--- src/rtl/core/kct_pkg.sv ---
// Shared types, constants and helper functions of the constant-velocity tracker.
// Used by every module of the block; depends on nothing else.
package kct_pkg;

  localparam int unsigned COORD_BITS    = 10;
  localparam int unsigned FRAC_BITS_DEF = 16;
  localparam int unsigned OUT_BITS      = COORD_BITS + 2;
  localparam int unsigned WORD_BITS     = 32;
  localparam int unsigned PROD_BITS     = 2 * WORD_BITS;
  localparam int unsigned ACC_BITS      = PROD_BITS + 3;
  localparam int unsigned NUM_COV       = 10;
  localparam int unsigned NUM_GAIN      = 8;
  localparam int unsigned PNOISE_BITS   = 16;
  localparam int unsigned MNOISE_BITS   = 24;
  localparam int unsigned CFG_IDX_BITS  = 2;
  localparam int unsigned CFG_DATA_BITS = 24;
  localparam int unsigned STEP_BITS     = 6;

  // Multiply steps: determinant, gain numerators, state update, covariance update.
  localparam logic [STEP_BITS-1:0] GAIN_FIRST = 6'd2;
  localparam logic [STEP_BITS-1:0] UPD_FIRST  = 6'd18;
  localparam logic [STEP_BITS-1:0] COV_FIRST  = 6'd26;
  localparam logic [STEP_BITS-1:0] LAST_STEP  = 6'd45;

  localparam logic [COORD_BITS-1:0]  INIT_X_RST = 10'd400;
  localparam logic [COORD_BITS-1:0]  INIT_Y_RST = 10'd300;
  localparam logic [PNOISE_BITS-1:0] PNOISE_RST = 16'd66;
  localparam logic [MNOISE_BITS-1:0] MNOISE_RST = 24'd6554;

  typedef enum logic [CFG_IDX_BITS-1:0] {
    REG_INIT_X = 2'd0,
    REG_INIT_Y = 2'd1,
    REG_PNOISE = 2'd2,
    REG_MNOISE = 2'd3
  } cfg_reg_e;

  typedef struct packed {
    logic [COORD_BITS-1:0] meas_x;
    logic [COORD_BITS-1:0] meas_y;
  } meas_t;

  typedef struct packed {
    logic signed [OUT_BITS-1:0] est_x;
    logic signed [OUT_BITS-1:0] est_y;
  } est_t;

  // Upper-triangle storage slot of covariance element (row, col).
  function automatic logic [3:0] cidx(input logic [1:0] row, input logic [1:0] col);
    logic [3:0] r;
    case ({row, col})
      4'b0000: r = 4'd0;
      4'b0001, 4'b0100: r = 4'd1;
      4'b0010, 4'b1000: r = 4'd2;
      4'b0011, 4'b1100: r = 4'd3;
      4'b0101: r = 4'd4;
      4'b0110, 4'b1001: r = 4'd5;
      4'b0111, 4'b1101: r = 4'd6;
      4'b1010: r = 4'd7;
      4'b1011, 4'b1110: r = 4'd8;
      default: r = 4'd9;
    endcase
    return r;
  endfunction

  function automatic logic [1:0] cov_row(input logic [3:0] m);
    logic [1:0] r;
    case (m)
      4'd0, 4'd1, 4'd2, 4'd3: r = 2'd0;
      4'd4, 4'd5, 4'd6: r = 2'd1;
      4'd7, 4'd8: r = 2'd2;
      default: r = 2'd3;
    endcase
    return r;
  endfunction

  function automatic logic [1:0] cov_col(input logic [3:0] m);
    logic [1:0] r;
    case (m)
      4'd0: r = 2'd0;
      4'd1, 4'd4: r = 2'd1;
      4'd2, 4'd5, 4'd7: r = 2'd2;
      default: r = 2'd3;
    endcase
    return r;
  endfunction

  // Saturate a wide signed value to a 32-bit word.
  function automatic logic signed [WORD_BITS-1:0] sat32(input logic signed [ACC_BITS-1:0] v);
    logic signed [WORD_BITS-1:0] r;
    if (!v[ACC_BITS-1] && (|v[ACC_BITS-2:WORD_BITS-1])) begin
      r = {1'b0, {(WORD_BITS-1){1'b1}}};
    end else if (v[ACC_BITS-1] && !(&v[ACC_BITS-2:WORD_BITS-1])) begin
      r = {1'b1, {(WORD_BITS-1){1'b0}}};
    end else begin
      r = v[WORD_BITS-1:0];
    end
    return r;
  endfunction

endpackage

--- src/rtl/core/kct_mul.sv ---
// Shared signed 32x32 multiplier with a registered product.
// Depends on kct_pkg for word widths.
module kct_mul (
  input  logic                                   clk_i,
  input  logic                                   en_i,
  input  logic signed [kct_pkg::WORD_BITS-1:0]   a_i,
  input  logic signed [kct_pkg::WORD_BITS-1:0]   b_i,
  output logic signed [kct_pkg::PROD_BITS-1:0]   prod_o
);
  import kct_pkg::*;

  logic signed [PROD_BITS-1:0] prod_q;

  always_ff @(posedge clk_i) begin
    if (en_i) begin
      prod_q <= PROD_BITS'(a_i) * PROD_BITS'(b_i);
    end
  end

  assign prod_o = prod_q;

endmodule

--- config.mk ---
export PLATFORM = sky130hd
export DESIGN_NAME = kct_mul
export DESIGN_NICKNAME = d
export VERILOG_FILES = /design/src/rtl/core/kct_pkg.sv /design/src/rtl/core/kct_mul.sv
export SDC_FILE = /design/constraint.sdc
export NUM_CORES = 2
export LEC_CHECK = 0
export BUFFER_PORTS_ARGS = -buffer_cell sky130_fd_sc_hd__buf_4
export CORE_MARGIN = 2
export CORE_UTILIZATION = 30
export CTS_BUF_LIST = sky130_fd_sc_hd__clkbuf_16
export CTS_CLUSTER_DIAMETER = 100
export DETAILED_ROUTE_END_ITERATION = 8
export PLACE_DENSITY = 0.41
export SLEW_MARGIN = 30
export SYNTH_ARGS = -nofsm -noshare
export SYNTH_HDL_FRONTEND = slang
export SYNTH_SLANG_ARGS = --single-unit
--- constraint.sdc ---
create_clock -name clk_i -period 9.52 [get_ports clk_i]
set_input_delay 0 -clock clk_i [delete_from_list [all_inputs] [get_ports clk_i]]
set_output_delay 0 -clock clk_i [all_outputs]
set_load 0.02 [all_outputs]
Word level (Yosys, flattened, before mapping)
Cells that the tools add are included.

storage, ports and cells
  bits in registers = 64
  input bits = 66
  word-level logic and storage cells = 2

operators by class
  multiply operators = 1

operators by type and width
  cell              count
  $mul A32 B32 Y64  1

Depth between registers and ports, before layout
  depth in word-level cells = 1
  mapped depth = 28

Worst setup path after synthesis
Ideal clock, no wire load.

  kind = input-to-reg
  start point = in b_i[2] in the netlist's numbering
  end point = reg prod_q[62], in the netlist prod_o[62] (data pin)
  stages on the path = 24
  setup time = 269 ps
  arrival = 7128 ps
  slack = 2123 ps
  path through = clkbuf_1 > nand2_1 > inv_1 > fa_1 > fa_1 > fa_1 > fa_1 > inv_1 > fa_1 > inv_1 > fa_1 > inv_1 > fa_1 > inv_1 > fa_1 > ha_1 > and3_1 > nand2_1 > or3_1 > o22a_1 > o211ai_1 > a31oi_1 > o31ai_1 > xor2_1

on the way
  cells in the longest elaborated chain, start to end = 1

ends and longest elaborated chain
  item                  RTL line       RTL
  from (decl)           kct_mul.sv:7   input logic signed [kct_pkg::WORD_BITS-1:0] b_i,
  $mul A32 B32 Y64      kct_mul.sv:16  prod_q <= PROD_BITS'(a_i) * PROD_BITS'(b_i);
  to (signal assigned)  kct_mul.sv:16
  to (decl)             kct_mul.sv:12  logic signed [PROD_BITS-1:0] prod_q;

Every way passes these cells.
A chain may end at the register's enable or synchronous reset.

Worst setup path after layout
Ends and elaborated chain as after synthesis.

==> flow_summary.ini <==
[clocking]
clk_pin_slew_ns = 0.05
cts_made_buffers = 9
cts-root-buf = clkbuf_16
postCtsResizedCells = 0
clockBufferDepth = 2
cts_sinks = 64
cts_hold_buf = 0
post_cts_buffers = 0
htreeDepth = 3
cts_tree = yes

[yosys]
ys_warn_count = 0
async_reset_ff_share_pct = 0
netlist_area_um2 = 37900
netlist_top_cells_area = fa_1 57%, inv_1 9.4%, and2_1 8.5%, ha_1 6.1%, edfxtp_1 5.1%
syn_area_per_cell_um2 = 9.75
yosysUniqueCellTypes = 63
synth-edff-count = 64
yosys_register_bits = 64
synth_top_area_share_pct = 57.2
syn_inst = 3884
ys.flop_type = edfxtp_1
syn-num-nets = 5216
synth_top_area_cell = fa_1
yosysSeqAreaShare_pct = 5.07

[critical_path]
crit_type = in2reg
critPathLaunch = b_i[2]
crit_arrival_ns = 7.94
cp_max_fo = 32
endpoint = prod_o[62]$_DFFE_PP_
worst_ep_required_time_ns = 9.61
worst_setup_path_start_kind = input port
endpoint_kind = flip-flop

[detailed_routing]
num_vias = 24900
post-route-drc-count = 0
ant_nets = 0
wl_per_cell_um = 20.6
dr.first_iter.drc_count = 973
dr.pass1.iters = 5
viasPerCell = 4.54
routed_wirelength_um = 113000

[place]
dp.final_hpwl_um = 94500
io_buffers = 129
routabilityCongestion = 0.803

[global_route]
antenna_found_initial = 4
use_met2_pct = 34.3
grt_first_pass_wirelength_um = 177000
grt.met3_usage_pct = 1.79
gr-max-usage-layer = met2
grt.total_usage_pct = 18.1
met1_usage_pct = 22.3
grt_start_max_net_pins = 65
grt_pass1_vias = 28700
grt_overflow = 0

[floorplan]
die_w_um = 359
rows = 130
core-area_um2 = 125000
dieArea_um2 = 129000
io_pins = 130
start_util_pct = 30.2
die_h_um = 359

[timing]
max_freq_mhz = 128
setup_violations = 0
finalCritPeriodShare_pct = 82.4
slew_viol_final = 0
rsz0062_at_grt = false
min_period_ns = 7.84
hold_viol = 0
worstMarginPinSlew_ns = 0.779
slew_headroom_pct = 48.0
tns_ns = 0

[worst_hold_path]
min_path_type = in2reg
min-delay-start = en_i

[final_layout]
drive_gt1_share_pct = 4.46
fin_util_pct = 32.3
syn_to_final_growth_pct = 7.05
largest_reg_flops = 64
mostFrequentLayoutCell = fa_1
fin_nets = 5162
final_cell_mix = 1,082 x fa_1, 953 x inv_1, 516 x and2_1

[outcome]
outcome = finished, final reports clean

[run]
maxCapViolations = 0
metal layers:
layer / share of wire (%) / vias up / routed length, um
li1: - / 11000 / -
met1: 41 / 13400 / 45800
met2: 55 / 350 / 61600
met3: 2.8 / 92 / 3120
met4: 2.1 / 4 / 2370
met5: 0.021 / - / 24
logic make-up after synthesis:
family | after synthesis | synth area share [%]
AO/OA/AOI/OAI | 193 | 3.41
adder cells (fa/ha/maj) | 1266 | 63.3
XOR/XNOR | 75 | 1.73
flip-flops | 64 | 5.07
buffers and inverters | 1152 | 11.4
AND/OR/NAND/NOR | 1134 | 15.1
critical path, cell delays in order:
cell and delay, ns:
buf_4 0.32, nand2_1 0.15, inv_1 0.15, fa_1 0.46, fa_1 0.49, fa_1 0.85
fa_1 0.64, inv_1 0.45, fa_1 0.61, inv_1 0.05, fa_1 0.53, inv_1 0.05
fa_1 0.45, fa_1 0.51, inv_1 0.04, ha_1 0.37, and3_1 0.21, nand2_1 0.08
or3_1 0.38, o211ai_1 0.50, a31oi_1 0.22, o31ai_1 0.26, xor2_1 0.10
per-stage QoR:
| stage | area, um2 | setup slack [ns] | std cells | hold slack [ns] |
|---|---|---|---|---|
| final | 40600 | 1.68 | 5485 | 0.0583 |
| after global routing | 40600 | 0.980 | 5484 | 0.0577 |
| after CTS | 40500 | 1.60 | 5482 | 0.301 |
| after detailed placement | 40200 | 1.24 | 5468 | 0.430 |
| after global placement | 40200 | 1.26 | 5468 | 0.431 |
| after floorplan | 37900 | 2.12 | 3884 | 0.112 |
worst min-delay path by stage:
stage | end | cells past startpoint
after floorplan | prod_o[0]$_DFFE_PP_ | 0
after global placement | prod_o[2] | 1
after detailed placement | prod_o[58] | 1
after CTS | prod_o[16]$_DFFE_PP_ | 1
after global routing | prod_o[16]$_DFFE_PP_ | 1
final | prod_o[16]$_DFFE_PP_ | 1
synth_stat cells, types with 6 or more instances:
cell type,count
o21ai_0,28
and2_1,516
inv_1,952
nand3_1,15
nor3_1,6
o31ai_1,6
a31oi_1,12
clkbuf_1,195
a21oi_1,68
nand2b_1,9
nor2_1,42
edfxtp_1,64
nand4_1,7
ha_1,184
and3_1,7
a21o_1,23
nand2_1,511
o21bai_1,15
xnor2_1,53
fa_1,1082
xor2_1,22
final cells by class:
| cell class | instances | area, um2 |
|---|---|---|
| Fill cell | 13000 | 84900 |
| Multi-Input combinational cell | 2668 | 31600 |
| Inverter | 952 | 3570 |
| Tap cell | 1650 | 2060 |
| Sequential cell | 64 | 1920 |
| Timing Repair Buffer | 135 | 1030 |
| Clock buffer | 9 | 225 |
| Clock inverter | 5 | 98.8 |
| Antenna cell | 2 | 5.00 |
Power is not shown: default switching activity piles up to over one toggle a cycle in this logic, so the estimate is an artifact.
