===== src/rtl/core/kct_pkg.sv =====
// Shared types, constants and helper functions of the constant-velocity tracker.
// Used by every module of the block; depends on nothing else.
package kct_pkg;

  localparam int unsigned COORD_BITS    = 10;
  localparam int unsigned FRAC_BITS_DEF = 16;
  localparam int unsigned OUT_BITS      = COORD_BITS + 2;
  localparam int unsigned WORD_BITS     = 32;
  localparam int unsigned PROD_BITS     = 2 * WORD_BITS;
  localparam int unsigned ACC_BITS      = PROD_BITS + 3;
  localparam int unsigned NUM_COV       = 10;
  localparam int unsigned NUM_GAIN      = 8;
  localparam int unsigned PNOISE_BITS   = 16;
  localparam int unsigned MNOISE_BITS   = 24;
  localparam int unsigned CFG_IDX_BITS  = 2;
  localparam int unsigned CFG_DATA_BITS = 24;
  localparam int unsigned STEP_BITS     = 6;

  // Multiply steps: determinant, gain numerators, state update, covariance update.
  localparam logic [STEP_BITS-1:0] GAIN_FIRST = 6'd2;
  localparam logic [STEP_BITS-1:0] UPD_FIRST  = 6'd18;
  localparam logic [STEP_BITS-1:0] COV_FIRST  = 6'd26;
  localparam logic [STEP_BITS-1:0] LAST_STEP  = 6'd45;

  localparam logic [COORD_BITS-1:0]  INIT_X_RST = 10'd400;
  localparam logic [COORD_BITS-1:0]  INIT_Y_RST = 10'd300;
  localparam logic [PNOISE_BITS-1:0] PNOISE_RST = 16'd66;
  localparam logic [MNOISE_BITS-1:0] MNOISE_RST = 24'd6554;

  typedef enum logic [CFG_IDX_BITS-1:0] {
    REG_INIT_X = 2'd0,
    REG_INIT_Y = 2'd1,
    REG_PNOISE = 2'd2,
    REG_MNOISE = 2'd3
  } cfg_reg_e;

  typedef struct packed {
    logic [COORD_BITS-1:0] meas_x;
    logic [COORD_BITS-1:0] meas_y;
  } meas_t;

  typedef struct packed {
    logic signed [OUT_BITS-1:0] est_x;
    logic signed [OUT_BITS-1:0] est_y;
  } est_t;

  // Upper-triangle storage slot of covariance element (row, col).
  function automatic logic [3:0] cidx(input logic [1:0] row, input logic [1:0] col);
    logic [3:0] r;
    case ({row, col})
      4'b0000: r = 4'd0;
      4'b0001, 4'b0100: r = 4'd1;
      4'b0010, 4'b1000: r = 4'd2;
      4'b0011, 4'b1100: r = 4'd3;
      4'b0101: r = 4'd4;
      4'b0110, 4'b1001: r = 4'd5;
      4'b0111, 4'b1101: r = 4'd6;
      4'b1010: r = 4'd7;
      4'b1011, 4'b1110: r = 4'd8;
      default: r = 4'd9;
    endcase
    return r;
  endfunction

  function automatic logic [1:0] cov_row(input logic [3:0] m);
    logic [1:0] r;
    case (m)
      4'd0, 4'd1, 4'd2, 4'd3: r = 2'd0;
      4'd4, 4'd5, 4'd6: r = 2'd1;
      4'd7, 4'd8: r = 2'd2;
      default: r = 2'd3;
    endcase
    return r;
  endfunction

  function automatic logic [1:0] cov_col(input logic [3:0] m);
    logic [1:0] r;
    case (m)
      4'd0: r = 2'd0;
      4'd1, 4'd4: r = 2'd1;
      4'd2, 4'd5, 4'd7: r = 2'd2;
      default: r = 2'd3;
    endcase
    return r;
  endfunction

  // Saturate a wide signed value to a 32-bit word.
  function automatic logic signed [WORD_BITS-1:0] sat32(input logic signed [ACC_BITS-1:0] v);
    logic signed [WORD_BITS-1:0] r;
    if (!v[ACC_BITS-1] && (|v[ACC_BITS-2:WORD_BITS-1])) begin
      r = {1'b0, {(WORD_BITS-1){1'b1}}};
    end else if (v[ACC_BITS-1] && !(&v[ACC_BITS-2:WORD_BITS-1])) begin
      r = {1'b1, {(WORD_BITS-1){1'b0}}};
    end else begin
      r = v[WORD_BITS-1:0];
    end
    return r;
  endfunction

endpackage


===== src/rtl/core/kct_div.sv =====
// Iterative signed divider, one quotient bit per cycle, truncating toward zero.
// The quotient is saturated to a 32-bit word. Depends on kct_pkg.
module kct_div #(
  parameter int unsigned W = kct_pkg::ACC_BITS
) (
  input  logic                                 clk_i,
  input  logic                                 rst_ni,
  input  logic                                 start_i,
  input  logic signed [W-1:0]                  dividend_i,
  input  logic signed [W-1:0]                  divisor_i,
  output logic                                 done_o,
  output logic signed [kct_pkg::WORD_BITS-1:0] quot_o
);
  import kct_pkg::*;

  localparam int unsigned CNT_BITS = $clog2(W + 1);

  logic                busy_q, done_q, neg_q;
  logic [CNT_BITS-1:0] cnt_q;
  logic [W:0]          rem_q;
  logic [W-1:0]        quo_q, dsr_q;
  logic [W:0]          rem_sh, diff;
  logic                hi_pos, hi_neg;

  assign rem_sh = {rem_q[W-1:0], quo_q[W-1]};
  assign diff   = rem_sh - {1'b0, dsr_q};

  always_ff @(posedge clk_i or negedge rst_ni) begin
    if (!rst_ni) begin
      busy_q <= 1'b0;
      done_q <= 1'b0;
      cnt_q  <= '0;
    end else begin
      done_q <= 1'b0;
      if (start_i) begin
        busy_q <= 1'b1;
        cnt_q  <= '0;
      end else if (busy_q) begin
        if (cnt_q == CNT_BITS'(W - 1)) begin
          busy_q <= 1'b0;
          done_q <= 1'b1;
        end
        cnt_q <= cnt_q + 1'b1;
      end
    end
  end

  // Magnitudes are taken up front; the sign is restored at the output.
  always_ff @(posedge clk_i) begin
    if (start_i) begin
      quo_q <= dividend_i[W-1] ? W'(-dividend_i) : W'(dividend_i);
      dsr_q <= divisor_i[W-1] ? W'(-divisor_i) : W'(divisor_i);
      neg_q <= dividend_i[W-1] ^ divisor_i[W-1];
      rem_q <= '0;
    end else if (busy_q) begin
      if (!diff[W]) begin
        rem_q <= diff;
      end else begin
        rem_q <= rem_sh;
      end
      quo_q <= {quo_q[W-2:0], !diff[W]};
    end
  end

  assign hi_pos = |quo_q[W-1:WORD_BITS-1];
  assign hi_neg = (|quo_q[W-1:WORD_BITS]) ||
                  (quo_q[WORD_BITS-1] && (|quo_q[WORD_BITS-2:0]));

  always_comb begin
    if (neg_q) begin
      quot_o = hi_neg ? {1'b1, {(WORD_BITS-1){1'b0}}} : -quo_q[WORD_BITS-1:0];
    end else begin
      quot_o = hi_pos ? {1'b0, {(WORD_BITS-1){1'b1}}} : quo_q[WORD_BITS-1:0];
    end
  end

  assign done_o = done_q;

endmodule

===== config.mk =====
export PLATFORM = sky130hd
export DESIGN_NAME = kct_div
export DESIGN_NICKNAME = d
export VERILOG_FILES = /design/src/rtl/core/kct_pkg.sv /design/src/rtl/core/kct_div.sv
export SDC_FILE = /design/constraint.sdc
export NUM_CORES = 1
export LEC_CHECK = 0
export BUFFER_PORTS_ARGS = -buffer_cell sky130_fd_sc_hd__buf_2
export CAP_MARGIN = 20
export CORE_MARGIN = 1
export CORE_UTILIZATION = 30
export CTS_CLUSTER_SIZE = 24
export DETAILED_ROUTE_END_ITERATION = 16
export GPL_TIMING_DRIVEN = 0
export RECOVER_POWER = 50
export SYNTH_ARGS = -nofsm -noshare
export SYNTH_HDL_FRONTEND = slang
export SYNTH_SLANG_ARGS = --single-unit

===== constraint.sdc =====
create_clock -name clk_i -period 10.8 [get_ports clk_i]
set_input_delay 0.54 -clock clk_i [delete_from_list [all_inputs] [get_ports clk_i]]
set_output_delay 0.54 -clock clk_i [all_outputs]
set_load 0.03 [all_outputs]

---- Yosys cells after proc, flatten, opt, wreduce, memory -nomap -nowiden ----
Cells that the tools add are included.
word-level totals
  register bits after elaboration ......... 211
  bits in latches ......................... 0
  RAM bits ................................ 0
  bits in read-only memories .............. 0
  input port bits ......................... 137
  output and inout port bits .............. 33
  word-level logic and storage cells ...... 38
  memories kept ........................... 0
operators by class
  $add $sub $neg .......................... 5
  multipliers ............................. 0
  divide/modulo/power cells ............... 0
  magnitude comparators ................... 0
  eq/ne operators ......................... 1
  shift-type cells ........................ 0
  multiplexer cells ....................... 16
  bitwise operators ....................... 1
  reductions and logical operators ........ 7
operator list
  operator             number
  $mux 67              4
  $neg 67->67          2
  $mux 32              3
  $sub 68x67->68       1
  $mux 66              1
  $reduce_or 36->1     1
  $reduce_or 35->1     1
  $neg 32->32          1
  $reduce_or 31->1     1
  $mux 7               2
  $add 7x1->7 const B  1
  $eq 7x7->1 const B   1
  $mux 1               6
  $reduce_bool 2->1    1
  $logic_and 1x1->1    1
  $logic_not 1->1      1
  $logic_or 1x1->1     1
  $xor 1x1->1          1

---- Logic depth before layout (Yosys ltp) ----
  word-level depth ........................ 5
  mapped depth ............................ 15

---- Least setup slack after synthesis ----
OpenSTA, ideal clock, no wires.
  path kind ............................... reg-to-output
  from .................................... register quo_q[16]
  to ...................................... output port quot_o[31] (netlist name)
  data arrival time ....................... 4043 ps
  required time ........................... 10260 ps
  slack ................................... 6217 ps
  cell stages (with the launch flop) ...... 12
  buffers on the path ..................... 1
  cells stage by stage .................... edfxtp_1 or4_1 buf_2 or4_4 or4_1 or3_1 or3_4 or3_4 or3_1 nor3_2 xor2_1 a31oi_1
on the way
  longest elaborated chain between the ends .. 5
  elaborated cells on any way between the ends .. 6
  those cells by class .................... add/sub: 1; mux: 2; reduce/logical: 3
ends and longest elaborated chain
  element                                                              RTL line       text
  from (decl)                                                          kct_div.sv:21  logic [W-1:0] quo_q, dsr_q;
  from (signal assigned)                                               kct_div.sv:51  quo_q <= dividend_i[W-1] ? W'(-dividend_i) : W'(dividend_i);
  from (signal assigned)                                               kct_div.sv:61  quo_q <= {quo_q[W-2:0], !diff[W]};
  parallel branches: the longest is 3 deep, another holds $neg 32->32  -
  $mux 32 *                                                            kct_div.sv:71  quot_o = hi_neg ? {1'b1, {(WORD_BITS-1){1'b0}}} : -quo_q[WORD_BITS-1:0];
  $mux 32 *                                                            kct_div.sv:70  if (neg_q) begin
  to (decl)                                                            kct_div.sv:12  output logic signed [kct_pkg::WORD_BITS-1:0] quot_o
Mark *: on every way between the ends.

---- Worst setup path in the final report ----
  from .................................... register quo_q[0]
  to ...................................... output port quot_o[17] (netlist name)
The elaborated chain is that of the path after synthesis.

==> run metrics <==
final hold violations 0; wire per inst 18.3 µm; 1st-iter DRT viols 1104; Cells after DPL 2759; Tot GR Track Use 0.187; Sw Ratio 0.388; cell mode on critical path buf_2; setup TNS 0 ns; Buf+Inv Stages, Crit Path 3; clock sinks 211; worst-margin pin slew 3.99 ns; FP Rows 84; sequential share of power 0.326; residual DRC count 0; Post-DRT Antenna Nets 0; WL final 51600 µm; clock slew at reported path FFs around 0.050 ns; Max Slew Vio Count roughly 110; Req. time, crit path 10.26 ns; Max Freq 0.167 GHz; Die W between 200 and 250 µm; Area Growth Syn to Fin 16.6%; DP Worst Slack 5.50 ns; Commonest cells post-synth 184 x nor2_1, 166 x nand2_1, 165 x a21oi_1, 148 x o21ai_0, 135 x edfxtp_1; final non-filler cell total 2813; # Post-CTS Setup Buffers 0; Synth Register Bits 211; largest net degree at the start of global routing 70; latest clock arrival within the worst-skew pair approximately 0.56 ns; CP arrival ~5.4 ns; Ports 170; maximum VDD drop between 100 and 150 µV; crit path kind reg -> out; Async SR Flop Fraction 0.0427; clk buf depth 3; vias post-DR 15100; global-route wire length before repair roughly 80000 µm; Die Y-Extent ~230 µm; crit-path max FO 10; unique cell type count in the Yosys netlist 69; RD Place Congestion around 0.94; Logic pwr share 0.410; Post-Syn Nets 2110; outcome finished, violations left; largest area contributor in the netlist edfxtp_1; fraction of layout cells with a size suffix above 1 0.112; total global routing overflow 0; CTS root buf clkbuf_16; Syn. warnings 0; fillers approximately 5500; first-pass detailed-route iteration total 5; Detailed Place HPWL around 40000 µm; Net count, final 2313; Finish-stage setup viols 0; failing checks max-capacitance violations, max-slew violations; starting density of the core 0.304; worst hold path depth 2; most frequent cell after synthesis nor2_1; RSZ-0062 raised after global routing false; Buffers on Ports around 170; CTS Buf Count 27; Clock power frac 0.264; final setup skew between 0.02 and 0.03 ns; CTS tree done; CP Depth 13; max_cap viols 2; die area 54100 µm²; Slew headroom -1.66; Via density 5.38; Util after Layout 0.354; Hold Crit Class in -> reg; Worst setup EP type primary output; minimum clock period 5.98 ns; critical path cell sequence inv_1, ha_1, or4b_2, nor4bb_1, and4_1, nand3_1, o41ai_1, buf_2, nand2_1, or2_2, or4_1, a31oi_1, buf_2; Mapped Area 16000 µm²; FF-to-FF path depth 13; core region area 52600 µm²; Post-synth EDFFs approximately 140; Critical Path Start Type register; largest cells by area after synthesis edfxtp_1 25%, dfxtp_1 8.4%, xnor2_1 5.9%; fin worst setup slack 4.82 ns; internal power 2.14 mW; H-tree depth 1; antenna violations before repair 3; Worst path slowest cell or4b_2; Mean Syn Cell Area 8.40 µm²; sequential area share after synthesis 0.352; Pwr Density roughly 190 nW/µm²; switching pwr 1.36 mW; Tcrit/Tclk final 0.554; top_reg_cell synth edfxtp_1; Max stage delay on crit path 0.68 ns; leakage power 7.21 nW; CP top delay family simple AND/OR/NAND/NOR gates; Synth Instances 1900; top cell type's share of synthesized area 0.254; post-CTS sizing 0; vias in the first global route 14700
[cell families (layout without fill, tap and decap cells)]
family / Yosys count / in the layout / share of synthesized area
muxes: 53 / 53 / 0.0333
other: 0 / 1 / 0
and+or+nand+nor: 598 / 598 / 0.180
xor gates and xnor gates: 197 / 197 / 0.108
DFF: 211 / 211 / 0.352
buffers and inverters: 211 / 435 / 0.0502
adders and majority gates: 73 / 73 / 0.0577
AOI/OAI and AO/OA: 557 / 557 / 0.219
[power by group through the flow]
stage / combinational (mW) / sequential [mW] / clock (mW)
6_report: 1.43 / 1.14 / 0.922
2_1_floorplan: 1.06 / 1.11 / 0
3_3_place_gp: 1.39 / 1.15 / 0
3_5_place_dp: 1.41 / 1.15 / 0
5_1_grt: 1.58 / 1.16 / 0.977
4_1_cts: 1.42 / 1.14 / 0.947
[cells in the final DEF (no fill, tap or decap), drive strengths merged, types with 8 or more instances in the layout]
cell type    n
nand4       28
nand2      166
mux2i       52
xnor2      107
nor2b       11
a211oi      44
and3         8
o211ai      11
a21o        27
or2         11
o21bai      12
edfxtp     135
a31oi       12
o41ai       19
nor3        41
nor2       184
or3         33
o21a        10
nand3       33
clkbuf     132
xor2        90
nand2b      14
or4         22
o31ai       43
inv        113
dfrtp        9
buf        179
ha          72
o311ai      23
dfxtp       67
nor4        22
o21ai      148
a21oi      165
[stage by stage]
stage | hold WS (ns) | power [mW] | instance area [µm²]
finish | 0.288 | 3.50 | 18600
global route | 0.277 | 3.72 | 18600
global placement | 0.404 | 2.54 | 17700
floorplan | 0.244 | 2.17 | 16000
CTS | 0.225 | 3.50 | 18600
detailed placement | 0.404 | 2.56 | 17700
[area by class of cell]
cell class	count	area, µm²	area share
multi-input combinational	1478	9540	0.513
sequential	211	5620	0.302
timing repair buffer	174	887	0.0477
tap	688	861	0.0462
clock buffer	39	761	0.0409
inverter	112	420	0.0226
buffer	99	380	0.0204
clock inverter	11	143	0.00766
antenna	1	2.50	0.000134
[layer usage]
| metal | up-vias | routed length, µm | track usage |
|---|---|---|---|
| li1 | 7372 | - | - |
| met1 | 7153 | 23000 | 0.246 |
| met2 | 533 | 24000 | 0.318 |
| met3 | 84 | 3110 | 0.0229 |
| met4 | 4 | 1440 | 0.0539 |
| met5 | - | 24 | 0 |
[timing repair]
item,in CTS,in global routing
hold buffers,1,0
endpoints found under the hold margin,9,0
endpoints found under the setup margin,0,0
[sequential cells by signal (all words and copies together), names as in the netlist]
| name | count |
|---|---|
| rem_q | 67 |
| quo_q | 67 |
| neg_q | 1 |
| busy_q | 1 |
| done_o | 1 |
| cnt_q | 7 |
| dsr_q | 67 |
[path summary, 6_finish.rpt]
check                                 startpoint  slack, ns                     to
setup reg to reg              dsr_q[1]$_DFFE_PP_       6.31     quo_q[0]$_DFFE_PP_
max in group asynchronous                 rst_ni       9.95       done_o$_DFF_PN0_
setup / recovery              quo_q[0]$_DFFE_PP_       4.82             quot_o[17]
hold reg to reg            rem_q[1]$_SDFFE_PP0P_       0.49  rem_q[1]$_SDFFE_PP0P_
hold / removal                     divisor_i[48]       0.29    dsr_q[48]$_DFFE_PP_
min in group asynchronous                 rst_ni       0.51   cnt_q[2]$_DFFE_PN0P_
Power figures use the tool's default switching activity.
